### config.mk
export PLATFORM = sky130hd
export DESIGN_NAME = entity_id_allocator
export DESIGN_NICKNAME = d
export VERILOG_FILES = /design/src/rtl/core/eia_pkg.sv /design/src/rtl/core/eia_dpath.sv /design/src/rtl/core/eia_ctrl.sv /design/src/rtl/core/entity_id_allocator.sv
export SDC_FILE = /design/constraint.sdc
export NUM_CORES = 2
export LEC_CHECK = 0
export ABC_CLOCK_PERIOD_IN_PS = 4800
export BUFFER_PORTS_ARGS = -buffer_cell sky130_fd_sc_hd__buf_2
export CORE_ASPECT_RATIO = 1.75
export CORE_MARGIN = 3
export CORE_UTILIZATION = 28
export DETAILED_ROUTE_END_ITERATION = 8
export GPL_TIMING_DRIVEN = 0
export PLACE_DENSITY_LB_ADDON = 0.05
export SKIP_CTS_REPAIR_TIMING = 1
export SKIP_LAST_GASP = 1
export SYNTH_ARGS = -nofsm -noshare
export SYNTH_HDL_FRONTEND = slang
export SYNTH_SLANG_ARGS = --single-unit
export TNS_END_PERCENT = 10
### constraint.sdc
create_clock -name i_clk -period 4.8 [get_ports i_clk]
set_clock_uncertainty 0.15 [all_clocks]
set_input_delay 0.96 -clock i_clk [delete_from_list [all_inputs] [get_ports i_clk]]
set_output_delay 0.96 -clock i_clk [all_outputs]
set_load 0.05 [all_outputs]
### src/rtl/core/eia_pkg.sv
// Shared types, constants and controller/datapath interface structs for the ID allocator.
`default_nettype none

package eia_pkg;

    // Sizing
    localparam int ID_COUNT = 64;
    localparam int SIG_BITS = 32;
    localparam int ID_W     = $clog2(ID_COUNT);
    localparam int CNT_W    = $clog2(ID_COUNT + 1);

    // Request codes
    localparam logic [2:0] REQ_ALLOC  = 3'd0;
    localparam logic [2:0] REQ_FREE   = 3'd1;
    localparam logic [2:0] REQ_ADD    = 3'd2;
    localparam logic [2:0] REQ_REMOVE = 3'd3;
    localparam logic [2:0] REQ_READ   = 3'd4;

    // Status codes
    localparam logic [1:0] ST_OK     = 2'd0;
    localparam logic [1:0] ST_FULL   = 2'd1;
    localparam logic [1:0] ST_RANGE  = 2'd2;
    localparam logic [1:0] ST_ABSENT = 2'd3;

    typedef logic [ID_W-1:0]     t_id;
    typedef logic [CNT_W-1:0]    t_cnt;
    typedef logic [SIG_BITS-1:0] t_sig;

    // Request transaction
    typedef struct packed {
        logic [2:0]  req_type;
        logic [7:0]  entity_id;
        logic [31:0] sig_mask;
    } t_req;

    // Response transaction
    typedef struct packed {
        logic [1:0]  status;
        logic [7:0]  new_id;
        logic [31:0] sig_out;
    } t_rsp;

    // Controller to datapath commands
    typedef struct packed {
        logic       capture;
        logic       set_status;
        logic [1:0] status_val;
        logic       ord_rd_count;
        logic       alloc_commit;
        logic       scan_clear;
        logic       scan_issue;
        logic       scan_active;
        logic       free_commit;
        logic       sig_rd;
        logic       sig_commit;
        logic       out_load;
    } t_cmd;

    // Datapath to controller status
    typedef struct packed {
        logic is_alloc;
        logic is_free;
        logic is_mask;
        logic id_ok;
        logic full;
        logic idx_at_count;
        logic rd_pending;
        logic out_free;
    } t_sts;

endpackage

`default_nettype wire

### src/rtl/core/eia_dpath.sv
// Datapath: ID order memory, mask memory, allocation count, scan logic and output register.
`default_nettype none

module eia_dpath (
    input  wire logic          i_clk,
    input  wire logic          i_rst_n,
    input  wire eia_pkg::t_req i_in_req,
    input  wire eia_pkg::t_cmd i_cmd,
    input  wire logic          i_out_stall,
    output eia_pkg::t_sts      o_sts,
    output logic               o_out_valid,
    output eia_pkg::t_rsp      o_out_rsp
);

    // Captured request and working state
    eia_pkg::t_req r_req;
    eia_pkg::t_cnt r_count;
    eia_pkg::t_cnt r_idx;
    logic          r_found;
    eia_pkg::t_rsp r_rsp;
    logic          r_out_valid;
    eia_pkg::t_rsp r_out_rsp;

    // Order memory with per-entry valid bits (unwritten entry i reads as i)
    eia_pkg::t_id               r_ord_mem [eia_pkg::ID_COUNT];
    logic [eia_pkg::ID_COUNT-1:0] r_ord_vld;
    eia_pkg::t_id               r_ord_rd_data;
    logic                       r_ord_rd_hit;
    eia_pkg::t_id               r_ord_rd_addr;
    logic                       r_ord_pend;

    // Mask memory with per-entry valid bits (unwritten entry reads as zero)
    eia_pkg::t_sig              r_sig_mem [eia_pkg::ID_COUNT];
    logic [eia_pkg::ID_COUNT-1:0] r_sig_vld;
    eia_pkg::t_sig              r_sig_rd_data;
    logic                       r_sig_rd_hit;

    logic          id_in_range;
    eia_pkg::t_id  req_id;
    eia_pkg::t_id  ord_word;
    eia_pkg::t_sig sig_word;
    logic [63:0]   mask64;
    eia_pkg::t_sig mask_w;
    logic [63:0]   sig64;
    eia_pkg::t_cnt cnt_m1;
    logic          ord_rd_en;
    eia_pkg::t_id  ord_rd_addr;
    logic          ord_wr_en;
    eia_pkg::t_id  ord_wr_addr;
    eia_pkg::t_id  ord_wr_data;
    logic          shift_wr;
    logic          scan_hit;
    logic          sig_wr_en;
    eia_pkg::t_sig sig_wr_data;
    logic          out_free;

    // Request decode and read-data resolution
    assign id_in_range = {1'b0, r_req.entity_id} < 9'(eia_pkg::ID_COUNT);
    assign req_id      = r_req.entity_id[eia_pkg::ID_W-1:0];
    assign ord_word    = r_ord_rd_hit ? r_ord_rd_data : r_ord_rd_addr;
    assign sig_word    = r_sig_rd_hit ? r_sig_rd_data : '0;
    assign mask64      = {32'd0, r_req.sig_mask};
    assign mask_w      = mask64[eia_pkg::SIG_BITS-1:0];
    assign sig64       = 64'(sig_word);
    assign cnt_m1      = r_count - 1'b1;

    // Scan: entries past the freed ID move down one slot
    assign scan_hit = i_cmd.scan_active && r_ord_pend && !r_found && (ord_word == req_id);
    assign shift_wr = i_cmd.scan_active && r_ord_pend && r_found;

    // Order memory port control
    assign ord_rd_en   = i_cmd.ord_rd_count || i_cmd.scan_issue;
    assign ord_rd_addr = i_cmd.scan_issue ? r_idx[eia_pkg::ID_W-1:0]
                                          : r_count[eia_pkg::ID_W-1:0];
    always_comb begin
        ord_wr_en   = 1'b0;
        ord_wr_addr = r_ord_rd_addr - 1'b1;
        ord_wr_data = ord_word;
        if (shift_wr) begin
            ord_wr_en = 1'b1;
        end else if (i_cmd.free_commit && r_found) begin
            ord_wr_en   = 1'b1;
            ord_wr_addr = cnt_m1[eia_pkg::ID_W-1:0];
            ord_wr_data = req_id;
        end
    end

    // Mask read-modify-write
    always_comb begin
        sig_wr_en   = 1'b0;
        sig_wr_data = sig_word | mask_w;
        if (i_cmd.sig_commit) begin
            case (r_req.req_type)
                eia_pkg::REQ_ADD: begin
                    sig_wr_en   = 1'b1;
                    sig_wr_data = sig_word | mask_w;
                end
                eia_pkg::REQ_REMOVE: begin
                    sig_wr_en   = 1'b1;
                    sig_wr_data = sig_word & ~mask_w;
                end
                default: begin
                    sig_wr_en = 1'b0;
                end
            endcase
        end
    end

    // Order memory array
    always_ff @(posedge i_clk) begin
        if (ord_wr_en) begin
            r_ord_mem[ord_wr_addr] <= ord_wr_data;
        end
        if (ord_rd_en) begin
            r_ord_rd_data <= r_ord_mem[ord_rd_addr];
            r_ord_rd_hit  <= r_ord_vld[ord_rd_addr];
            r_ord_rd_addr <= ord_rd_addr;
        end
    end

    // Mask memory array
    always_ff @(posedge i_clk) begin
        if (sig_wr_en) begin
            r_sig_mem[req_id] <= sig_wr_data;
        end
        if (i_cmd.sig_rd) begin
            r_sig_rd_data <= r_sig_mem[req_id];
            r_sig_rd_hit  <= r_sig_vld[req_id];
        end
    end

    // Valid bits, counters and control flags
    always_ff @(posedge i_clk) begin
        if (!i_rst_n) begin
            r_ord_vld   <= '0;
            r_sig_vld   <= '0;
            r_count     <= '0;
            r_ord_pend  <= 1'b0;
            r_found     <= 1'b0;
            r_idx       <= '0;
            r_out_valid <= 1'b0;
        end else begin
            if (ord_wr_en) begin
                r_ord_vld[ord_wr_addr] <= 1'b1;
            end
            if (sig_wr_en) begin
                r_sig_vld[req_id] <= 1'b1;
            end
            r_ord_pend <= ord_rd_en;
            if (i_cmd.scan_clear) begin
                r_idx   <= '0;
                r_found <= 1'b0;
            end else begin
                if (i_cmd.scan_issue) begin
                    r_idx <= r_idx + 1'b1;
                end
                if (scan_hit) begin
                    r_found <= 1'b1;
                end
            end
            if (i_cmd.alloc_commit) begin
                r_count <= r_count + 1'b1;
            end else if (i_cmd.free_commit && r_found) begin
                r_count <= cnt_m1;
            end
            if (i_cmd.out_load) begin
                r_out_valid <= 1'b1;
            end else if (!i_out_stall) begin
                r_out_valid <= 1'b0;
            end
        end
    end

    // Request capture, response staging and output payload
    always_ff @(posedge i_clk) begin
        if (i_cmd.capture) begin
            r_req <= i_in_req;
            r_rsp <= '0;
        end else begin
            if (i_cmd.set_status) begin
                r_rsp.status <= i_cmd.status_val;
            end
            if (i_cmd.alloc_commit) begin
                r_rsp.new_id <= 8'(ord_word);
            end
            if (i_cmd.free_commit && !r_found) begin
                r_rsp.status <= eia_pkg::ST_ABSENT;
            end
            if (i_cmd.sig_commit && (r_req.req_type == eia_pkg::REQ_READ)) begin
                r_rsp.sig_out <= sig64[31:0];
            end
        end
        if (i_cmd.out_load) begin
            r_out_rsp <= r_rsp;
        end
    end

    assign out_free = !r_out_valid || !i_out_stall;

    // Status to controller
    assign o_sts.is_alloc     = (r_req.req_type == eia_pkg::REQ_ALLOC);
    assign o_sts.is_free      = (r_req.req_type == eia_pkg::REQ_FREE);
    assign o_sts.is_mask      = (r_req.req_type == eia_pkg::REQ_ADD)
                              || (r_req.req_type == eia_pkg::REQ_REMOVE)
                              || (r_req.req_type == eia_pkg::REQ_READ);
    assign o_sts.id_ok        = id_in_range;
    assign o_sts.full         = (r_count == eia_pkg::CNT_W'(eia_pkg::ID_COUNT));
    assign o_sts.idx_at_count = (r_idx == r_count);
    assign o_sts.rd_pending   = r_ord_pend;
    assign o_sts.out_free     = out_free;

    assign o_out_valid = r_out_valid;
    assign o_out_rsp   = r_out_rsp;

endmodule

`default_nettype wire

### src/rtl/core/eia_ctrl.sv
// Controller: state machine that sequences allocate, free scan and mask operations.
`default_nettype none

module eia_ctrl (
    input  wire logic          i_clk,
    input  wire logic          i_rst_n,
    input  wire logic          i_in_valid,
    input  wire eia_pkg::t_sts i_sts,
    output logic               o_in_stall,
    output eia_pkg::t_cmd      o_cmd
);

    typedef enum logic [6:0] {
        S_IDLE       = 7'b0000001,
        S_DISPATCH   = 7'b0000010,
        S_ALLOC_WAIT = 7'b0000100,
        S_SCAN       = 7'b0001000,
        S_FREE_END   = 7'b0010000,
        S_MASK_WAIT  = 7'b0100000,
        S_RESP       = 7'b1000000
    } t_state;

    t_state r_state;
    t_state n_state;

    // State register
    always_ff @(posedge i_clk) begin
        if (!i_rst_n) begin
            r_state <= S_IDLE;
        end else begin
            r_state <= n_state;
        end
    end

    // Next state and command decode
    always_comb begin
        n_state = r_state;
        o_cmd   = '0;
        case (r_state)
            S_IDLE: begin
                if (i_in_valid) begin
                    o_cmd.capture = 1'b1;
                    n_state       = S_DISPATCH;
                end
            end
            S_DISPATCH: begin
                if (i_sts.is_alloc) begin
                    if (i_sts.full) begin
                        o_cmd.set_status = 1'b1;
                        o_cmd.status_val = eia_pkg::ST_FULL;
                        n_state          = S_RESP;
                    end else begin
                        o_cmd.ord_rd_count = 1'b1;
                        n_state            = S_ALLOC_WAIT;
                    end
                end else if (i_sts.is_free || i_sts.is_mask) begin
                    if (!i_sts.id_ok) begin
                        o_cmd.set_status = 1'b1;
                        o_cmd.status_val = eia_pkg::ST_RANGE;
                        n_state          = S_RESP;
                    end else if (i_sts.is_free) begin
                        o_cmd.scan_clear = 1'b1;
                        n_state          = S_SCAN;
                    end else begin
                        o_cmd.sig_rd = 1'b1;
                        n_state      = S_MASK_WAIT;
                    end
                end else begin
                    n_state = S_RESP;
                end
            end
            S_ALLOC_WAIT: begin
                o_cmd.alloc_commit = 1'b1;
                n_state            = S_RESP;
            end
            S_SCAN: begin
                // one list entry read per cycle, shift writes use the registered read data
                o_cmd.scan_active = 1'b1;
                o_cmd.scan_issue  = !i_sts.idx_at_count;
                if (i_sts.idx_at_count && !i_sts.rd_pending) begin
                    n_state = S_FREE_END;
                end
            end
            S_FREE_END: begin
                o_cmd.free_commit = 1'b1;
                n_state           = S_RESP;
            end
            S_MASK_WAIT: begin
                o_cmd.sig_commit = 1'b1;
                n_state          = S_RESP;
            end
            S_RESP: begin
                if (i_sts.out_free) begin
                    o_cmd.out_load = 1'b1;
                    n_state        = S_IDLE;
                end
            end
            default: begin
                n_state = S_IDLE;
            end
        endcase
    end

    assign o_in_stall = (r_state != S_IDLE);

endmodule

`default_nettype wire

### src/rtl/core/entity_id_allocator.sv
// Flow: one transaction at a time; the next is accepted in the cycle after the response loads.
//   Rejected and unknown requests go from dispatch straight to the response; free walks the
//   list, one order-memory read per cycle, each shift write using the registered read data.
// Reset: synchronous active low; clears count, state machine and per-entry valid bits,
//   so the list reads as identity and all masks as zero at once, with no clearing pass.
`default_nettype none

module entity_id_allocator (
    input  wire logic          i_clk,
    input  wire logic          i_rst_n,
    input  wire logic          i_in_valid,
    output logic               o_in_stall,
    input  wire eia_pkg::t_req i_in_req,
    output logic               o_out_valid,
    input  wire logic          i_out_stall,
    output eia_pkg::t_rsp      o_out_rsp
);

    eia_pkg::t_cmd w_cmd;
    eia_pkg::t_sts w_sts;

    // Sequencer
    eia_ctrl u_ctrl (
        .i_clk      (i_clk),
        .i_rst_n    (i_rst_n),
        .i_in_valid (i_in_valid),
        .i_sts      (w_sts),
        .o_in_stall (o_in_stall),
        .o_cmd      (w_cmd)
    );

    // Storage and response path
    eia_dpath u_dpath (
        .i_clk       (i_clk),
        .i_rst_n     (i_rst_n),
        .i_in_req    (i_in_req),
        .i_cmd       (w_cmd),
        .i_out_stall (i_out_stall),
        .o_sts       (w_sts),
        .o_out_valid (o_out_valid),
        .o_out_rsp   (o_out_rsp)
    );

`ifndef NO_ASSERTIONS
    // An accepted transaction blocks the next one until its response is staged
    a_accept_stalls: assert property (@(posedge i_clk) disable iff (!i_rst_n)
        (i_in_valid && !o_in_stall) |=> o_in_stall)
        else $error("input accepted twice without processing");

    // A response is only loaded into a free output slot
    a_load_free: assert property (@(posedge i_clk) disable iff (!i_rst_n)
        w_cmd.out_load |-> w_sts.out_free)
        else $error("output register overwritten");

    // Allocation never commits past the end of the list
    a_alloc_not_full: assert property (@(posedge i_clk) disable iff (!i_rst_n)
        w_cmd.alloc_commit |-> !w_sts.full)
        else $error("allocate committed on a full list");

    // The free scan never runs while input is open
    a_scan_busy: assert property (@(posedge i_clk) disable iff (!i_rst_n)
        w_cmd.scan_active |-> o_in_stall)
        else $error("scan active while idle");
`endif

endmodule

`default_nettype wire
==> qor.yml <==
floorplan:
  std_cell_rows: 291
  io_pins: 91
  die_area_sq_um: 368000
  core-area_sq_um: 359000
  fp.dieH_um: 800
  die_w_um: 460
  start_util: 0.281
detailed_routing:
  via_per_inst: 5.67
  avgRoutedWirePerCell_um: 47.6
  drt_iter0_drc: 8455
  drt_first_pass_iters: 8
  antenna_left: 0
  drc_errors: 0
  via_count: 66306
  routed_wl_mm: 557
placement:
  io_buffer_count: 87
  placed_cell_area_sq_um: 114000
  gp_congestion: 0.915
  hpwl_mm: 408
clock_tree:
  cts_buffers: 283
  cts-root-buf: "clkbuf_16"
  htree_levels: 5
  cts_tree: "built"
  clk-insertion-delay-late_ns: 0.94
  path_clk_slew_ns: 0.06
  cts.sinks: 2753
  cts_buffer_depth: 4
sta:
  hold_viol: 0
  finalSetupViolCount: 187
  finalCritPeriodShare: 1.09
  max_slew_margin: -0.0221
  rsz0062_at_grt: "true"
  fin_ws_ns: -0.417
  timing.fmax_mhz: 192
  fin_crit_ns: 5.22
  worst_pin_slew_ns: 1.53
  maxSlewViolCount: 12
min_path:
  holdPathStages: 1
  min_to: "u_dpath.r_req[33]"
  hp-start: "i_in_req[33]"
  worstHoldPathType: "input pin to register"
logic_synthesis:
  synthesis.instances: 6084
  ys_types: 74
  synth_ff_type: "edfxtp_1"
  ys_async_sr_fraction: 0
  synth.ff_latch_count: 2753
  synth_edf_count: 2561
  mappedNetlistArea_sq_um: 101000
  yosysSeqAreaShare: 0.800
  syn_area_per_cell_sq_um: 16.6
  yosys_warnings: 0
layout:
  stdcell_area_sq_um: 124000
  regArea_sq_um: 80700
  post-route-util: 0.346
  nets: 6797
  drive_above_1_share: 0.181
  fillerInstances: 34236
  multi_input_area_sq_um: 20200
  syn2layout_area_growth_pct: 22.9
status:
  failed_checks: "max-capacitance violations, max-slew violations, negative setup slack"
  status: "finished, violations left"
worst_setup_path:
  required_ns: 5.30
  critPathMaxFanout: 10
  reg2reg_depth: 6
  cp-end-kind: "register"
  r2r_start: "u_dpath.r_req[37]"
  critPathKind: "register to register"
  r2r-end: "u_dpath.r_sig_rd_data[15]"
  cp_cell_sequence: "clkbuf_1, nand3b_1, clkbuf_2, a31oi_1, a21oi_1, nand4_1"
  crit_slowest_cell: "nand3b_1"
  start_kind: "register"
  slowest_delay_ns: 0.88
  crit_arrival_ns: 5.72
  rrSetupSlack_ns: -0.42
grt:
  grt_use_met3: 0.0569
  grt_pass1_vias: 63718
  grt_first_pass_wirelength_mm: 703
  busiest_layer: "met2"
  gr-usage-all-layers: 0.296
  grt_use_met1: 0.322
  grt_util_met2: 0.512
  grt_max_degree: 45
  antenna_found_initial: 54
  grt_overflow: 0
power:
  finalPower_mw: 55.9
  powerDensity_nw_per_um2: 450
  irDropWorstVdd_v: 0.000244
  p_leak_nw: 38.7
job:
  drv_cap: 1
==> cell type report <==
type                       instances  share of cell area
sequential                      2753               0.650
multi-input combinational       2936               0.163
clock buffer                     365              0.0619
timing repair buffer             377              0.0513
tap                             4688              0.0472
buffer                           382              0.0151
clock inverter                   144              0.0103
antenna                           34            0.000685
inverter                          13            0.000433
==> cells in the final DEF, fill, tap and decap left out, drive strengths merged, types with 21 or more instances in the layout <==
master  netlist  routed
a41oi        32      32
o21ai        77      77
buf          86     466
nand3       158     158
a22o        148     148
a221oi      148     148
nand2       495     495
clkinv        1      97
dfxtp       192     192
bufinv        0      21
a22oi       761     761
inv          12      30
mux2i        60      60
a21oi       240     240
clkbuf      297     655
nor4         49      49
nor2        185     185
edfxtp     2561    2561
o21a        128     128
diode         0      34
nand4       132     132
a31oi       145     145
==> cell usage after synthesis, types with 4 or more instances <==
cell      number  area (sq um)
a211oi_1       6          45.0
a21oi_1      239          1200
a221oi_1     148          1300
a22o_1       148          1300
a22oi_1      761          5710
a31oi_1      144           901
a32oi_1       14           123
a32oi_4        4           110
a41oi_1       31           272
and2_1         7          43.8
and3_1        11          68.8
buf_1         47           176
buf_2         33           165
clkbuf_1     297          1110
dfxtp_1      192          3840
edfxtp_1    2561         76900
ha_1           4          50.1
inv_1         10          37.5
mux2_2         5          56.3
mux2i_1       60           601
nand2_1      495          1860
nand2b_1       4          25.0
nand3_1      157           786
nand3b_1       8          60.1
nand4_1      132           826
nor2_1       184           691
nor2b_1        8          50.1
nor3_1        12          60.1
nor3b_1        4          30.0
nor4_1        44           275
nor4_2         5          62.6
o21a_1       128           961
o21ai_0       69           345
o21ai_1        7          35.0
o22ai_1        8          50.1
or2_2          4          25.0
or3_1          5          31.3
or4_1         10          75.1
xnor2_1       17           149
xor2_1        12           105
==> worst max path at each step <==
stage,cells after the start,start,end,slack [ns]
4_1_cts,10,u_dpath.r_req[33],u_dpath.r_sig_rd_data[30],-1.61
3_5_place_dp,10,u_dpath.r_req[33],u_dpath.r_sig_rd_data[30],-1.58
3_3_place_gp,4,u_dpath.r_sig_rd_hit,u_dpath.r_sig_mem[19][30],-7.42
2_1_floorplan,4,u_dpath.r_sig_rd_hit,u_dpath.r_sig_mem[0][23],0.50
5_1_grt,9,u_dpath.r_req[33],u_dpath.r_sig_rd_data[4],-0.25
6_report,6,u_dpath.r_req[37],u_dpath.r_sig_rd_data[15],-0.42
==> metrics by stage <==
step | hold WS [ns] | instances | setup slack, ns | setup TNS [ns]
after floorplan | 0.258 | 6085 | 0.503 | 0
after global placement | 0.266 | 10860 | -7.42 | -
after detailed placement | 0.266 | 11138 | -1.58 | -140.12
after CTS | -0.0119 | 11647 | -1.61 | -152.49
after global routing | 0.0261 | 11663 | -0.255 | -6.24
final | 0.0415 | 11692 | -0.417 | -21.36
==> registers in the layout (all words and copies together), names as in the netlist <==
register / cells
u_dpath.mask_w: 32
u_dpath.r_ord_rd_hit: 1
u_dpath.r_ord_vld: 64
u_dpath.r_sig_mem: 2048
u_dpath.o_out_valid: 1
u_dpath.r_req: 11
u_dpath.r_count: 7
u_dpath.r_sig_vld: 64
u_dpath.r_ord_rd_data: 6
u_dpath.r_rsp: 40
u_ctrl.r_state: 7
u_dpath.r_sig_rd_data: 32
u_dpath.o_out_rsp: 40
u_dpath.r_found: 1
u_dpath.r_idx: 7
u_dpath.r_ord_rd_addr: 6
u_dpath.r_sig_rd_hit: 1
u_dpath.r_ord_pend: 1
u_dpath.r_ord_mem: 384
==> power by group <==
part,internal (mW),total [mW],switching (mW)
sequential,26.7,26.8,0.0912
clock,12.5,22.5,10.0
combinational,1.37,6.60,5.23
total,40.5,55.9,15.4
==> per-layer routing <==
metal  part of all wire  wire (um)
met1               0.35     192000
met2               0.50     278000
met3              0.065      36400
met4              0.089      49800
met5            0.00030        168
==> worst max-delay path, delay by kind of cell (launching register included) <==
family                 cells  cell delay, ns
AO/OA/AOI/OAI              2            1.07
flip-flops                 1            0.72
AND/OR/NAND/NOR            2            1.41
buffers and inverters      2            1.50
==> logic make-up after synthesis <==
logic type                 count (synthesis)  synth area share
and+or+nand+nor                         1108            0.0509
DFF                                     2753             0.800
other                                      1         0.0000371
adders and majority gates                  5          0.000595
muxes                                     65           0.00650
buffers and inverters                    396            0.0156
xor gates and xnor gates                  29           0.00251
AOI/OAI and AO/OA                       1727             0.124
No activity file was read; power rests on OpenSTA's default activity.
